$ cat src/hdl/wam_div.sv
// Pipelined restoring divider, one quotient bit per stage, with side data.
// Caller guarantees dividend < divisor * 2^QW. Uses nothing from wam_pkg.
module wam_div #(
   parameter int DW = 38,
   parameter int VW = 20,
   parameter int QW = 38,
   parameter int XW = 1
) (
   input  logic          clock,
   input  logic          reset,
   input  logic          en,
   input  logic          in_vld,
   input  logic [DW-1:0] in_dividend,
   input  logic [VW-1:0] in_divisor,
   input  logic [XW-1:0] in_side,
   output logic          out_vld,
   output logic [QW-1:0] out_quot,
   output logic [XW-1:0] out_side
);
   localparam int HW = DW - QW;

   logic          vld_ff  [QW];
   logic [VW-1:0] rem_ff  [QW];
   logic [QW-1:0] qr_ff   [QW];
   logic [VW-1:0] dvs_ff  [QW];
   logic [XW-1:0] side_ff [QW];
   logic [VW-1:0] init_rem;

   generate
      if (HW == 0) begin : g_nohead
         assign init_rem = '0;
      end else begin : g_head
         assign init_rem = VW'(in_dividend[DW-1:QW]);
      end
   endgenerate

   for (genvar j = 0; j < QW; j++) begin : g_stage
      logic          s_vld;
      logic [VW-1:0] s_rem;
      logic [QW-1:0] s_qr;
      logic [VW-1:0] s_dvs;
      logic [XW-1:0] s_side;
      logic [VW:0]   trial;
      logic          ge;

      if (j == 0) begin : g_first
         assign s_vld  = in_vld;
         assign s_rem  = init_rem;
         assign s_qr   = in_dividend[QW-1:0];
         assign s_dvs  = in_divisor;
         assign s_side = in_side;
      end else begin : g_next
         assign s_vld  = vld_ff[j-1];
         assign s_rem  = rem_ff[j-1];
         assign s_qr   = qr_ff[j-1];
         assign s_dvs  = dvs_ff[j-1];
         assign s_side = side_ff[j-1];
      end

      // shift the next dividend bit in, subtract when it fits
      assign trial = {s_rem, s_qr[QW-1]};
      assign ge    = trial >= {1'b0, s_dvs};

      always_ff @(posedge clock) begin
         if (reset) begin
            vld_ff[j] <= 1'b0;
         end else if (en) begin
            vld_ff[j] <= s_vld;
         end
      end

      always_ff @(posedge clock) begin
         if (en) begin
            rem_ff[j]  <= ge ? VW'(trial - {1'b0, s_dvs}) : trial[VW-1:0];
            qr_ff[j]   <= {s_qr[QW-2:0], ge};
            dvs_ff[j]  <= s_dvs;
            side_ff[j] <= s_side;
         end
      end
   end

   assign out_vld  = vld_ff[QW-1];
   assign out_quot = qr_ff[QW-1];
   assign out_side = side_ff[QW-1];

endmodule

$ cat config.mk
export PLATFORM = sky130hd
export DESIGN_NAME = wam_div
export DESIGN_NICKNAME = d
export VERILOG_FILES = /design/src/hdl/wam_div.sv
export SDC_FILE = /design/constraint.sdc
export NUM_CORES = 2
export LEC_CHECK = 0
export BUFFER_PORTS_ARGS = -buffer_cell sky130_fd_sc_hd__buf_2
export CAP_MARGIN = 20
export CORE_MARGIN = 4
export CORE_UTILIZATION = 61
export CTS_CLUSTER_SIZE = 14
export DETAILED_ROUTE_END_ITERATION = 8
export PLACE_DENSITY = 0.77
export SETUP_SLACK_MARGIN = 0.02
export SLEW_MARGIN = 20
export SYNTH_ARGS = -nofsm -noshare
export SYNTH_HDL_FRONTEND = slang
export SYNTH_SLANG_ARGS = --single-unit
$ cat constraint.sdc
create_clock -name clock -period 3.5 [get_ports clock]
set_input_delay 0.35 -clock clock [delete_from_list [all_inputs] [get_ports clock]]
set_output_delay 0.35 -clock clock [all_outputs]
set_load 0.005 [all_outputs]
# [Word level (Yosys, flattened, before mapping)]
# Memories as Yosys holds them, arrays and structs flattened.
# Index checks and enable logic that the tools add are counted.
[word_totals] regBits=0 ram_bits=3040 inputBits=63 output_inout_bits=40 wordCells=201 memories=5
[classes] n_addsub=38 magnitude_cmp=38 n_mux=82 bitwise_logic=38
[mem_list] memory="qr_ff" depth=38 width=38 rd=38 rd_ports_with_merged_regs=0 wr=38 line_no="24" source="logic [QW-1:0] qr_ff [QW];"
[mem_list] memory="dvs_ff" depth=38 width=20 rd=37 rd_ports_with_merged_regs=0 wr=38 line_no="25" source="logic [VW-1:0] dvs_ff [QW];"
[mem_list] memory="rem_ff" depth=38 width=20 rd=37 rd_ports_with_merged_regs=0 wr=38 line_no="23" source="logic [VW-1:0] rem_ff [QW];"
[mem_list] memory="side_ff" depth=38 width=1 rd=38 rd_ports_with_merged_regs=0 wr=38 line_no="26" source="logic [XW-1:0] side_ff [QW];"
[mem_list] memory="vld_ff" depth=38 width=1 rd=38 rd_ports_with_merged_regs=0 wr=38 line_no="22" source="logic vld_ff [QW];"
[ops] cell="$ge 21x20->1" count=37
[ops] cell="$mux 20" count=38
[ops] cell="$sub 20x20->20" count=37
[ops] cell="$mux 1" count=44
[ops] cell="$or 1x1->1" count=38
[ops] cell="$ge 1x20->1" count=1
[ops] cell="$sub 1x20->20" count=1

# [Depth between registers and ports, before layout]
[depth] depth_word=4 mapped_depth=14 ltp_nobuf=12

# [Worst setup path after synthesis]
# No wires, ideal clock.
[synth_path] kind="register to register" startpoint="memory dvs_ff[12][1] (netlist: dvs_ff[1][81])" endpoint="memory rem_ff[13][2] (netlist: rem_ff[1][102]), data pin" setup_time_ns=0.260 arrival_time_ns=2.899 required_ns=3.240 slack_ns=0.341 path_stages_with_launch=13 path_buffers=1 synth_period_minus_slack_ns=3.159 path_cell_list="edfxtp_1 > inv_1 > ha_1 > nor2b_1 > o31a_1 > o41a_1 > o41ai_4 > nor4_1 > a31oi_1 > o21ai_1 > a211o_1 > buf_6 > mux2_4"
[synth_lines] item="start: declaration" line_no="25"
[synth_lines] item="end: declaration" line_no="23"

==> flow_summary.ini <==
[clock_tree]
cts.clk_slew.worst_paths_ps = 60
htreeDepth = 5
cts-buffers-inserted = 320
cts_root_buffer = clkbuf_16
cts_buffer_depth = 4
tritoncts_num_sinks = 3000
cts_tree = yes
clk_latency_ps = 920

[flow_run]
drv_cap = 0

[synth]
synth_nets = 10665
synth_seq_cells = 3000
synth-async-reset-ratio_pct = 0
yosys.area.top_type = edfxtp_1
synth_edf_count = 3000
synth_cells = 9824
synth.distinct_cells = 87
synth.top_cell.area_share_pct = 66.6
synth-seq-area-share_pct = 66.6
ys_warn_count = 0
avgSynthCellArea_um2 = 13.8
synth_flop_cell = edfxtp_1
synth_area_leaders = edfxtp_1 67%, ha_1 6.9%, inv_1 2.6%
syn_area_um2 = 135000

[timing]
slew_headroom_pct = 28.6
worst_slack_ps = 44.1
setup_violations = 0
final-hold-violation-count = 0
max_freq_ghz = 0.289
clock_skew_ps = 55.7
finalMaxSlewViolations = 0
post-route-min-period_ps = 3460
finalCritPeriodShare_pct = 98.7
tightest_slew_ps = 1040
rsz0062_at_grt = yes

[critical_path]
cp_max_fo = 8
endpoint_kind = flop
startpoint = rem_ff[0][89]$_DFFE_PP_
cp.arrival_ps = 4070
required_ps = 4110
path_class = flop to flop
start_kind = flop
r2r_start = rem_ff[0][89]$_DFFE_PP_
ff2ff_path_depth = 11

[global_routing]
grt_max_degree = 130
grt_use_total_pct = 23.2
grt_pass1_vias = 76799
overflow = 0
grt_pass1_wl_um = 425000
antenna_found_initial = 4

[floorplanning]
start_util_pct = 61.5
ioPinCount = 103
dieWidth_um = 479
dieArea_um2 = 229000
rows = 172
coreArea_um2 = 220000
die-height_um = 479

[cells_and_area]
drive_gt1_share_pct = 11.0
syn_to_final_growth_pct = 12.5
fin_cells = 13596
n_fill_cell = 14900
nNetsFinal = 11257

[pwr]
seqPwrFrac_pct = 39.6
powerDensity_nw_per_um2 = 880
pwr-share-clk_pct = 23.9
p_sw_share_pct = 33.0
comb_power_share_pct = 36.5
p_int_mw = 89.8
p_leak_nw = 59.8
switchingPower_mw = 44.2
ir_drop_mv = 0.551

[routing]
ant_nets = 0
drt_iter0_drc = 7354
dr.pass1.iters = 7
drt_wl_total_um = 269000
vias = 78601
viasPerCell = 5.78
route.detailed.drc = 0
wl_per_cell_um = 19.8

[placement]
place_inst = 12978
pre_cts_ws_ps = -102
gp_congestion = 0.912
io_buffers = 102
dpl.hpwl_um = 185000

[min_path]
hold_path.startpoint = reset
hp-class = primary input to flop
hold_depth = 4

[run_status]
status = finished clean
## registers in the layout (all words and copies together), names as in the netlist
signal and count:
vld_ff 38, side_ff 38, rem_ff 740, qr_ff 1444, dvs_ff 740
## synth_stat cells (109+ instances only)
library cell	number
nor2b_1	114
nand2_1	635
mux2_2	239
edfxtp_1	3000
xor2_1	239
o21ai_0	621
inv_1	933
clkbuf_1	132
nand3_1	135
a21oi_1	605
nor2_1	412
nand2b_1	109
a21o_1	298
ha_1	742
xnor2_1	312
## timing repair
item	CTS	global route
buffers inserted	4	9
hold buffers	61	0
hold endpoints to repair	87	0
pin swaps	3	10
gates resized for setup	5	37
cloned	0	0
endpoints found under the setup margin	40	238
## routing by layer
layer	vias up	part of all wire (%)	global-route usage [%]
met1	38176	45	33.7
met4	2	2.7	6.43
met5	-	0.0045	0
met2	2161	47	37.4
met3	487	4.8	2.88
li1	37775	-	-
## worst paths after layout
kind	endpoint	slack [ps]
max	rem_ff[0][114]$_DFFE_PP_	40
min	vld_ff[2][1]$_DFFE_PP_	140
max reg2reg	rem_ff[0][114]$_DFFE_PP_	40
min reg2reg	qr_ff[3][120]$_DFFE_PP_	380
## critical path, stage by stage (launching register included)
cell      delay [ps]
edfxtp_1         430
ha_1             370
a21o_1           250
o21ai_0          260
nand2_1          100
a41o_1           300
a211oi_2         310
o31a_1           280
o21ai_1          120
a41o_1           270
buf_4            210
mux2_2           270
## through the flow
step	hold slack, ps	utilization, %	setup TNS [ps]	instance area [µm²]	power [mW]
after floorplan	400	-	0	135000	87.3
after global placement	400	64.3	-2610	142000	100
after detailed placement	405	64.3	-1470	142000	101
after CTS	71.1	69.1	0	152000	134
after global routing	103	69.2	-1170	152000	142
final	144	69.2	0	152000	134
## cell families after synthesis
kind of cell	Yosys count	share of synthesized area [%]
compound gates	2204	10.2
fa+ha+maj	778	7.39
simple gates	1873	6.61
mux	297	2.48
xor+xnor	551	3.57
flops	3000	66.6
buf+inv	1121	3.16
## area by class of cell
cell class,instances,area (µm²),share of cell area (%)
multi-input combinational,5703,41200,27.1
timing repair buffer,455,3970,2.60
clock buffer,375,8280,5.44
inverter,936,3510,2.31
tap,2958,3700,2.43
clock inverter,168,1490,0.976
antenna,1,2.50,0.00164
sequential,3000,90100,59.2
## cell usage in the layout, fill, tap and decap left out, drive strengths merged, types with 55 or more instances in the layout
cell	n
edfxtp	3000
nand2	635
ha	742
nor2	413
a211oi	60
dlygate4sd3	61
o21ai	629
nor3	104
clkinv	121
mux2	256
and2	55
nand2b	109
nand3	135
a21o	298
and3	71
inv	946
nand4	90
nor2b	114
o21a	100
a31oi	62
buf	394
a21oi	606
xnor2	312
clkbuf	375
xor2	239
## power by group through the flow
stage | Combinational, mW | Sequential (mW) | Clock, mW
3_5_place_dp | 47.6 | 53.8 | 0
4_1_cts | 48.3 | 53.2 | 32.8
6_report | 48.8 | 53.1 | 32.0
5_1_grt | 54.2 | 53.7 | 34.4
2_1_floorplan | 35.6 | 51.7 | 0
3_3_place_gp | 46.4 | 53.7 | 0
Note: power is estimated with default switching activity, not from simulation.
