`config.mk`:
```
export PLATFORM = sky130hd
export DESIGN_NAME = wam_sqrt
export DESIGN_NICKNAME = d
export VERILOG_FILES = /design/src/hdl/wam_sqrt.sv
export SDC_FILE = /design/constraint.sdc
export NUM_CORES = 2
export LEC_CHECK = 0
export ABC_AREA = 0
export ABC_CLOCK_PERIOD_IN_PS = 5200
export BUFFER_PORTS_ARGS = -buffer_cell sky130_fd_sc_hd__clkbuf_2
export CORE_ASPECT_RATIO = 0.7
export CORE_UTILIZATION = 40
export DETAILED_ROUTE_END_ITERATION = 6
export HOLD_SLACK_MARGIN = 0.06
export PLACE_DENSITY = 0.61
export SLEW_MARGIN = 20
export SYNTH_ARGS = -nofsm -noshare
export SYNTH_HDL_FRONTEND = slang
export SYNTH_SLANG_ARGS = --single-unit
```
`constraint.sdc`:
```
create_clock -name clock -period 5.2 [get_ports clock]
set_clock_uncertainty 0.05 [all_clocks]
set_input_delay 0.26 -clock clock [delete_from_list [all_inputs] [get_ports clock]]
set_output_delay 0.26 -clock clock [all_outputs]
set_load 0.005 [all_outputs]
```
`src/hdl/wam_sqrt.sv`:
```
// Pipelined integer square root (floor), one root bit per stage, with side data.
// Uses nothing from wam_pkg.
module wam_sqrt #(
   parameter int AW = 49,
   parameter int XW = 1
) (
   input  logic                clock,
   input  logic                reset,
   input  logic                en,
   input  logic                in_vld,
   input  logic [AW-1:0]       in_rad,
   input  logic [XW-1:0]       in_side,
   output logic                out_vld,
   output logic [(AW+1)/2-1:0] out_root,
   output logic [XW-1:0]       out_side
);
   localparam int RW = (AW + 1) / 2;

   logic            vld_ff  [RW];
   logic [RW:0]     rem_ff  [RW];
   logic [RW-1:0]   root_ff [RW];
   logic [2*RW-1:0] rad_ff  [RW];
   logic [XW-1:0]   side_ff [RW];

   for (genvar j = 0; j < RW; j++) begin : g_stage
      logic            s_vld;
      logic [RW:0]     s_rem;
      logic [RW-1:0]   s_root;
      logic [2*RW-1:0] s_rad;
      logic [XW-1:0]   s_side;
      logic [RW+2:0]   trial;
      logic [RW+2:0]   test;
      logic            ge;

      if (j == 0) begin : g_first
         assign s_vld  = in_vld;
         assign s_rem  = '0;
         assign s_root = '0;
         assign s_rad  = (2*RW)'(in_rad);
         assign s_side = in_side;
      end else begin : g_next
         assign s_vld  = vld_ff[j-1];
         assign s_rem  = rem_ff[j-1];
         assign s_root = root_ff[j-1];
         assign s_rad  = rad_ff[j-1];
         assign s_side = side_ff[j-1];
      end

      // bring down two radicand bits, try root*4+1
      assign trial = {s_rem, s_rad[2*RW-1 -: 2]};
      assign test  = {1'b0, s_root, 2'b01};
      assign ge    = trial >= test;

      always_ff @(posedge clock) begin
         if (reset) begin
            vld_ff[j] <= 1'b0;
         end else if (en) begin
            vld_ff[j] <= s_vld;
         end
      end

      always_ff @(posedge clock) begin
         if (en) begin
            rem_ff[j]  <= ge ? (RW+1)'(trial - test) : trial[RW:0];
            root_ff[j] <= {s_root[RW-2:0], ge};
            rad_ff[j]  <= {s_rad[2*RW-3:0], 2'b00};
            side_ff[j] <= s_side;
         end
      end
   end

   assign out_vld  = vld_ff[RW-1];
   assign out_root = root_ff[RW-1];
   assign out_side = side_ff[RW-1];

endmodule

```
# Word level (Yosys, flattened, before mapping)
# Memories as Yosys holds them, arrays and structs flattened.
# Index checks and enable logic that the tools add are counted.
[totals]
mem_bits_rw = 2525
memories = 5
output_inout_bits = 27
regBits = 0
[mem_list]
columns = ["memory", "depth", "word_bits", "rd", "rd_ports_with_merged_regs", "wr", "line_no", "text"]
rows = [
  ["rad_ff", 25, 48, 24, 0, 25, "22", "logic [2*RW-1:0] rad_ff [RW];"],
  ["rem_ff", 25, 26, 24, 0, 25, "20", "logic [RW:0] rem_ff [RW];"],
  ["root_ff", 25, 25, 25, 0, 25, "21", "logic [RW-1:0] root_ff [RW];"],
  ["side_ff", 25, 1, 25, 0, 25, "23", "logic [XW-1:0] side_ff [RW];"],
  ["vld_ff", 25, 1, 25, 0, 25, "19", "logic vld_ff [RW];"],
]
[classes]
order_cmp = 25
n_mux = 56
bitwise_logic = 25
n_addsub = 25
[ops]
columns = ["operator", "n"]
rows = [
  ["greater-or-equal comparator 28 x 27 -> 1 bit", 24],
  ["2-to-1 mux 26 bit", 25],
  ["subtractor 26 bit", 24],
  ["2-to-1 mux 1 bit", 31],
  ["bitwise OR 1 bit", 25],
  ["subtractor 1 x 1 -> 2 bit, second input constant", 1],
  ["greater-or-equal comparator 1 bit, second input constant", 1],
]

# Longest topological paths before layout
[logic_depth]
depth_word = 4
depth_mapped = 14

# Worst setup path after synthesis
# OpenSTA, ideal clock, no wires.
[synth_path]
path_type = "register to register"
from = "memory rem_ff[1][0] (netlist name)"
to = "memory rem_ff[1][31] (netlist name) (data pin)"
stages_incl_launch_ff = 13
t_arrival_ns = 2.932
setup_time_ns = 0.260
synth_period_minus_slack_ns = 3.242
slack_ns = 1.958
cell_sequence = "edfxtp_1 ha_1 nor2b_1 o21ai_0 a21oi_1 o21a_1 o21ai_0 a21oi_1 or4_1 buf_2 nor2_1 buf_2 mux2_2"
[synth_lines]
columns = ["element", "line_no"]
rows = [
  ["start, declared", "20"],
]

==> impl_metrics.py <==
metrics = {
    "synth": {
        "synthMuxAreaShare_pct": 1.32,
        "ys_types": 87,
        "ys_ff_latch": 1559,
        "synthTopCellsByArea": "edfxtp_1, ha_1, xnor2_1",
        "async_flop_share_pct": 0,
        "syn_area_per_cell_um2": 13.3,
        "synthCells": 5363,
        "synth_simple_gate_area_share_pct": 9.29,
        "synth_compound_area_share_pct": 9.29,
        "synth_ff_type": "edfxtp_1",
        "ys_seq_area_share_pct": 65.5,
        "synth_top_cell_by_area": "edfxtp_1",
        "syn-cell-area_um2": 71500,
        "synth_edf_count": 1559,
        "yosysTopAreaCellShare_pct": 65.5,
        "yosys_warnings": 0,
        "synth_nets": 5767,
        "yosys.area_share.adder_pct": 6.12,
        "synth_xor_area_share_pct": 5.74,
        "synth_top_family_by_area": "simple AND/OR/NAND/NOR gates",
    },
    "route": {
        "firstDrtPassIters": 5,
        "route.detailed.drc": 0,
        "wirelength_mm": 137,
        "drt-initial-drc-count": 4195,
        "vias": 41600,
        "ant_nets": 0,
        "avgRoutedWirePerCell_um": 16.9,
        "viasPerCell": 5.13,
    },
    "sta": {
        "setup_ws_ns": 1.23,
        "final.setup.tns_ns": 0,
        "period_share_pct": 76.3,
        "post-route-min-period_ns": 3.97,
        "finalMaxSlewViolations": 0,
        "max_freq_mhz": 252,
        "worst-slew-pin-transition_ns": 1.10,
        "slew_headroom_pct": 26.7,
        "finalSetupViolCount": 0,
        "final_hold_viol_count": 0,
        "rsz0062_at_grt": "false",
    },
    "die": {
        "coreArea_um2": 177000,
        "die_y_um": 356,
        "die_area_um2": 180000,
        "chipWidth_um": 507,
        "start_util_pct": 40.4,
        "row_count": 129,
        "ios": 81,
    },
    "critical_path": {
        "cp.depth": 10,
        "worstPathBufferInverterCount": 1,
        "worstPathArrival_ns": 4.43,
        "cp_cell_sequence": "ha_1, nor2b_1, o31a_1, o41ai_1, a211o_1, a21oi_1, o21ai_0, and2_1, buf_4, mux2_2",
        "cp.required_ns": 5.67,
        "crit_path_start_kind": "register",
        "critPathTopFamily": "compound AO/OA/AOI/OAI gates",
        "cp_max_fo": 22,
        "end_kind": "register",
        "crit_type": "register to register",
        "slowest_delay_ns": 0.72,
        "reg2reg_depth": 10,
        "crit_slowest_cell": "o41ai_1",
    },
    "cts": {
        "cts_sinks": 1559,
        "insertion_delay_ns": 0.78,
        "cts_buffer_depth": 3,
        "post_cts_buffers": 0,
        "cts_root_buffer": "clkbuf_16",
        "cts-buffers-inserted": 156,
        "cts_tree": "done",
        "clk_pin_slew_ns": 0.06,
        "htreeDepth": 4,
    },
    "pwr": {
        "powerDensity_nw_per_um2": 421,
        "leakagePower_nw": 30.6,
        "seqPwrFrac_pct": 48.9,
        "combinationalPowerShare_pct": 17.8,
        "clockPowerShare_pct": 33.2,
        "switching_share_pct": 27.2,
        "switching_power_mw": 9.23,
        "p_int_mw": 24.8,
        "ir_drop_mv": 0.290,
    },
    "placement": {
        "dpl.hpwl_mm": 95.8,
        "pre_cts_ws_ns": 1.31,
        "place_congestion": 0.897,
        "io_buffers": 80,
    },
    "global_routing": {
        "antenna_found_initial": 1,
        "gr-usage-all-layers_pct": 15.2,
        "grt_first_pass_wirelength_mm": 219,
        "overflow": 0,
        "grt_max_degree": 173,
        "grt_pass1_vias": 39400,
    },
    "finish": {
        "final_common_cell": "edfxtp_1",
        "layout_common_cells": "edfxtp_1, inv_1, ha_1",
        "syn_to_final_growth_pct": 12.9,
        "final_layout_size_suffix_gt1_share_pct": 8.15,
        "nNetsFinal": 6021,
    },
    "worst_hold_path": {
        "worstHoldPathCells": 2,
        "hp-class": "input port to register",
    },
    "job": {
        "cap_violations": 0,
    },
    "run_status": {
        "outcome": "finished clean",
    },
}
-- stage by stage --
stage / utilization (%) / cell area (um^2) / instances / power, mW / hold WS [ns]
2_1_floorplan: - / 71500 / 5363 / 20.9 / 0.309
3_3_place_gp: 42.3 / 75000 / 7758 / 22.7 / 0.350
3_5_place_dp: 42.3 / 75000 / 7758 / 22.8 / 0.355
4_1_cts: 45.6 / 80700 / 8102 / 34.3 / 0.0615
5_1_grt: 45.6 / 80700 / 8103 / 35.7 / 0.0761
6_report: 45.6 / 80700 / 8103 / 34.0 / 0.141
-- timing repair --
item                       CTS  global route
hold buffers                59             0
hold endpoints to repair   128             0
setup endpoints to repair    0             0
resized for setup            0             0
-- Yosys cell counts, types with 45 or more instances --
cell	number
edfxtp_1	1559
inv_1	432
ha_1	350
nand2_1	342
o21ai_0	295
nor2_1	288
a21oi_1	263
xnor2_1	244
xor2_1	225
nor3_1	146
a21o_1	136
nand3_1	79
o21a_1	75
nand2b_1	68
clkbuf_1	67
mux2_2	65
nand4_1	61
nor4_1	61
nor2b_1	60
and2_1	45
-- worst reg2reg max path, cell delays in order (launching register included) --
cell      delay, ns
edfxtp_1       0.40
ha_1           0.37
nor2b_1        0.16
o31a_1         0.29
o41ai_1        0.72
a211o_1        0.31
a21oi_1        0.10
o21ai_0        0.13
and2_1         0.48
buf_4          0.35
mux2_2         0.37
-- flip-flops by register name, indices dropped and copies added (netlist names) --
signal,flops
side_ff,25
vld_ff,25
rem_ff,584
root_ff,325
rad_ff,600
-- cell families (layout without fill, tap and decap cells) --
family                   count (synthesis)  in the layout
buffers and inverters                  518            899
flip-flops                            1559           1559
multiplexers                            84             84
AO/OA/AOI/OAI                         1051           1051
other                                    1              2
XOR/XNOR                               469            469
adder cells (fa/ha/maj)                350            350
AND/OR/NAND/NOR                       1331           1331
-- layout make-up --
type	instances	area, um^2
repair buffers	180	1430
fillers	15600	96300
clock buffers	188	4070
diodes	1	2.50
multi-input cells	3286	22700
inverters	434	1630
clock inverters	97	1080
flip-flops and latches	1559	46800
well taps	2358	2950
-- routing by layer --
layer  routed length (um)  global-route usage, %
met4                 2200                   3.48
met1                72400                   24.8
met2                52100                   19.7
met5                    0                      0
met3                10200                   3.57
-- power by group through the flow --
stage	clock [mW]	sequential, mW	combinational, mW
floorplan	0	16.5	4.42
global placement	0	16.9	5.81
detailed placement	0	16.9	5.93
CTS	11.7	16.6	6.01
global route	12.2	16.8	6.76
finish	11.3	16.6	6.07
-- final timing paths --
kind	from	endpoint	slack (ns)
max	rem_ff[2][156]	rem_ff[2][186]	1.23
min	in_rad[30]	rad_ff[0][30]	0.14
max reg2reg	rem_ff[2][156]	rem_ff[2][186]	1.23
min reg2reg	side_ff[0][12]	side_ff[0][13]	0.35
No activity file was read; power rests on OpenSTA's default activity.
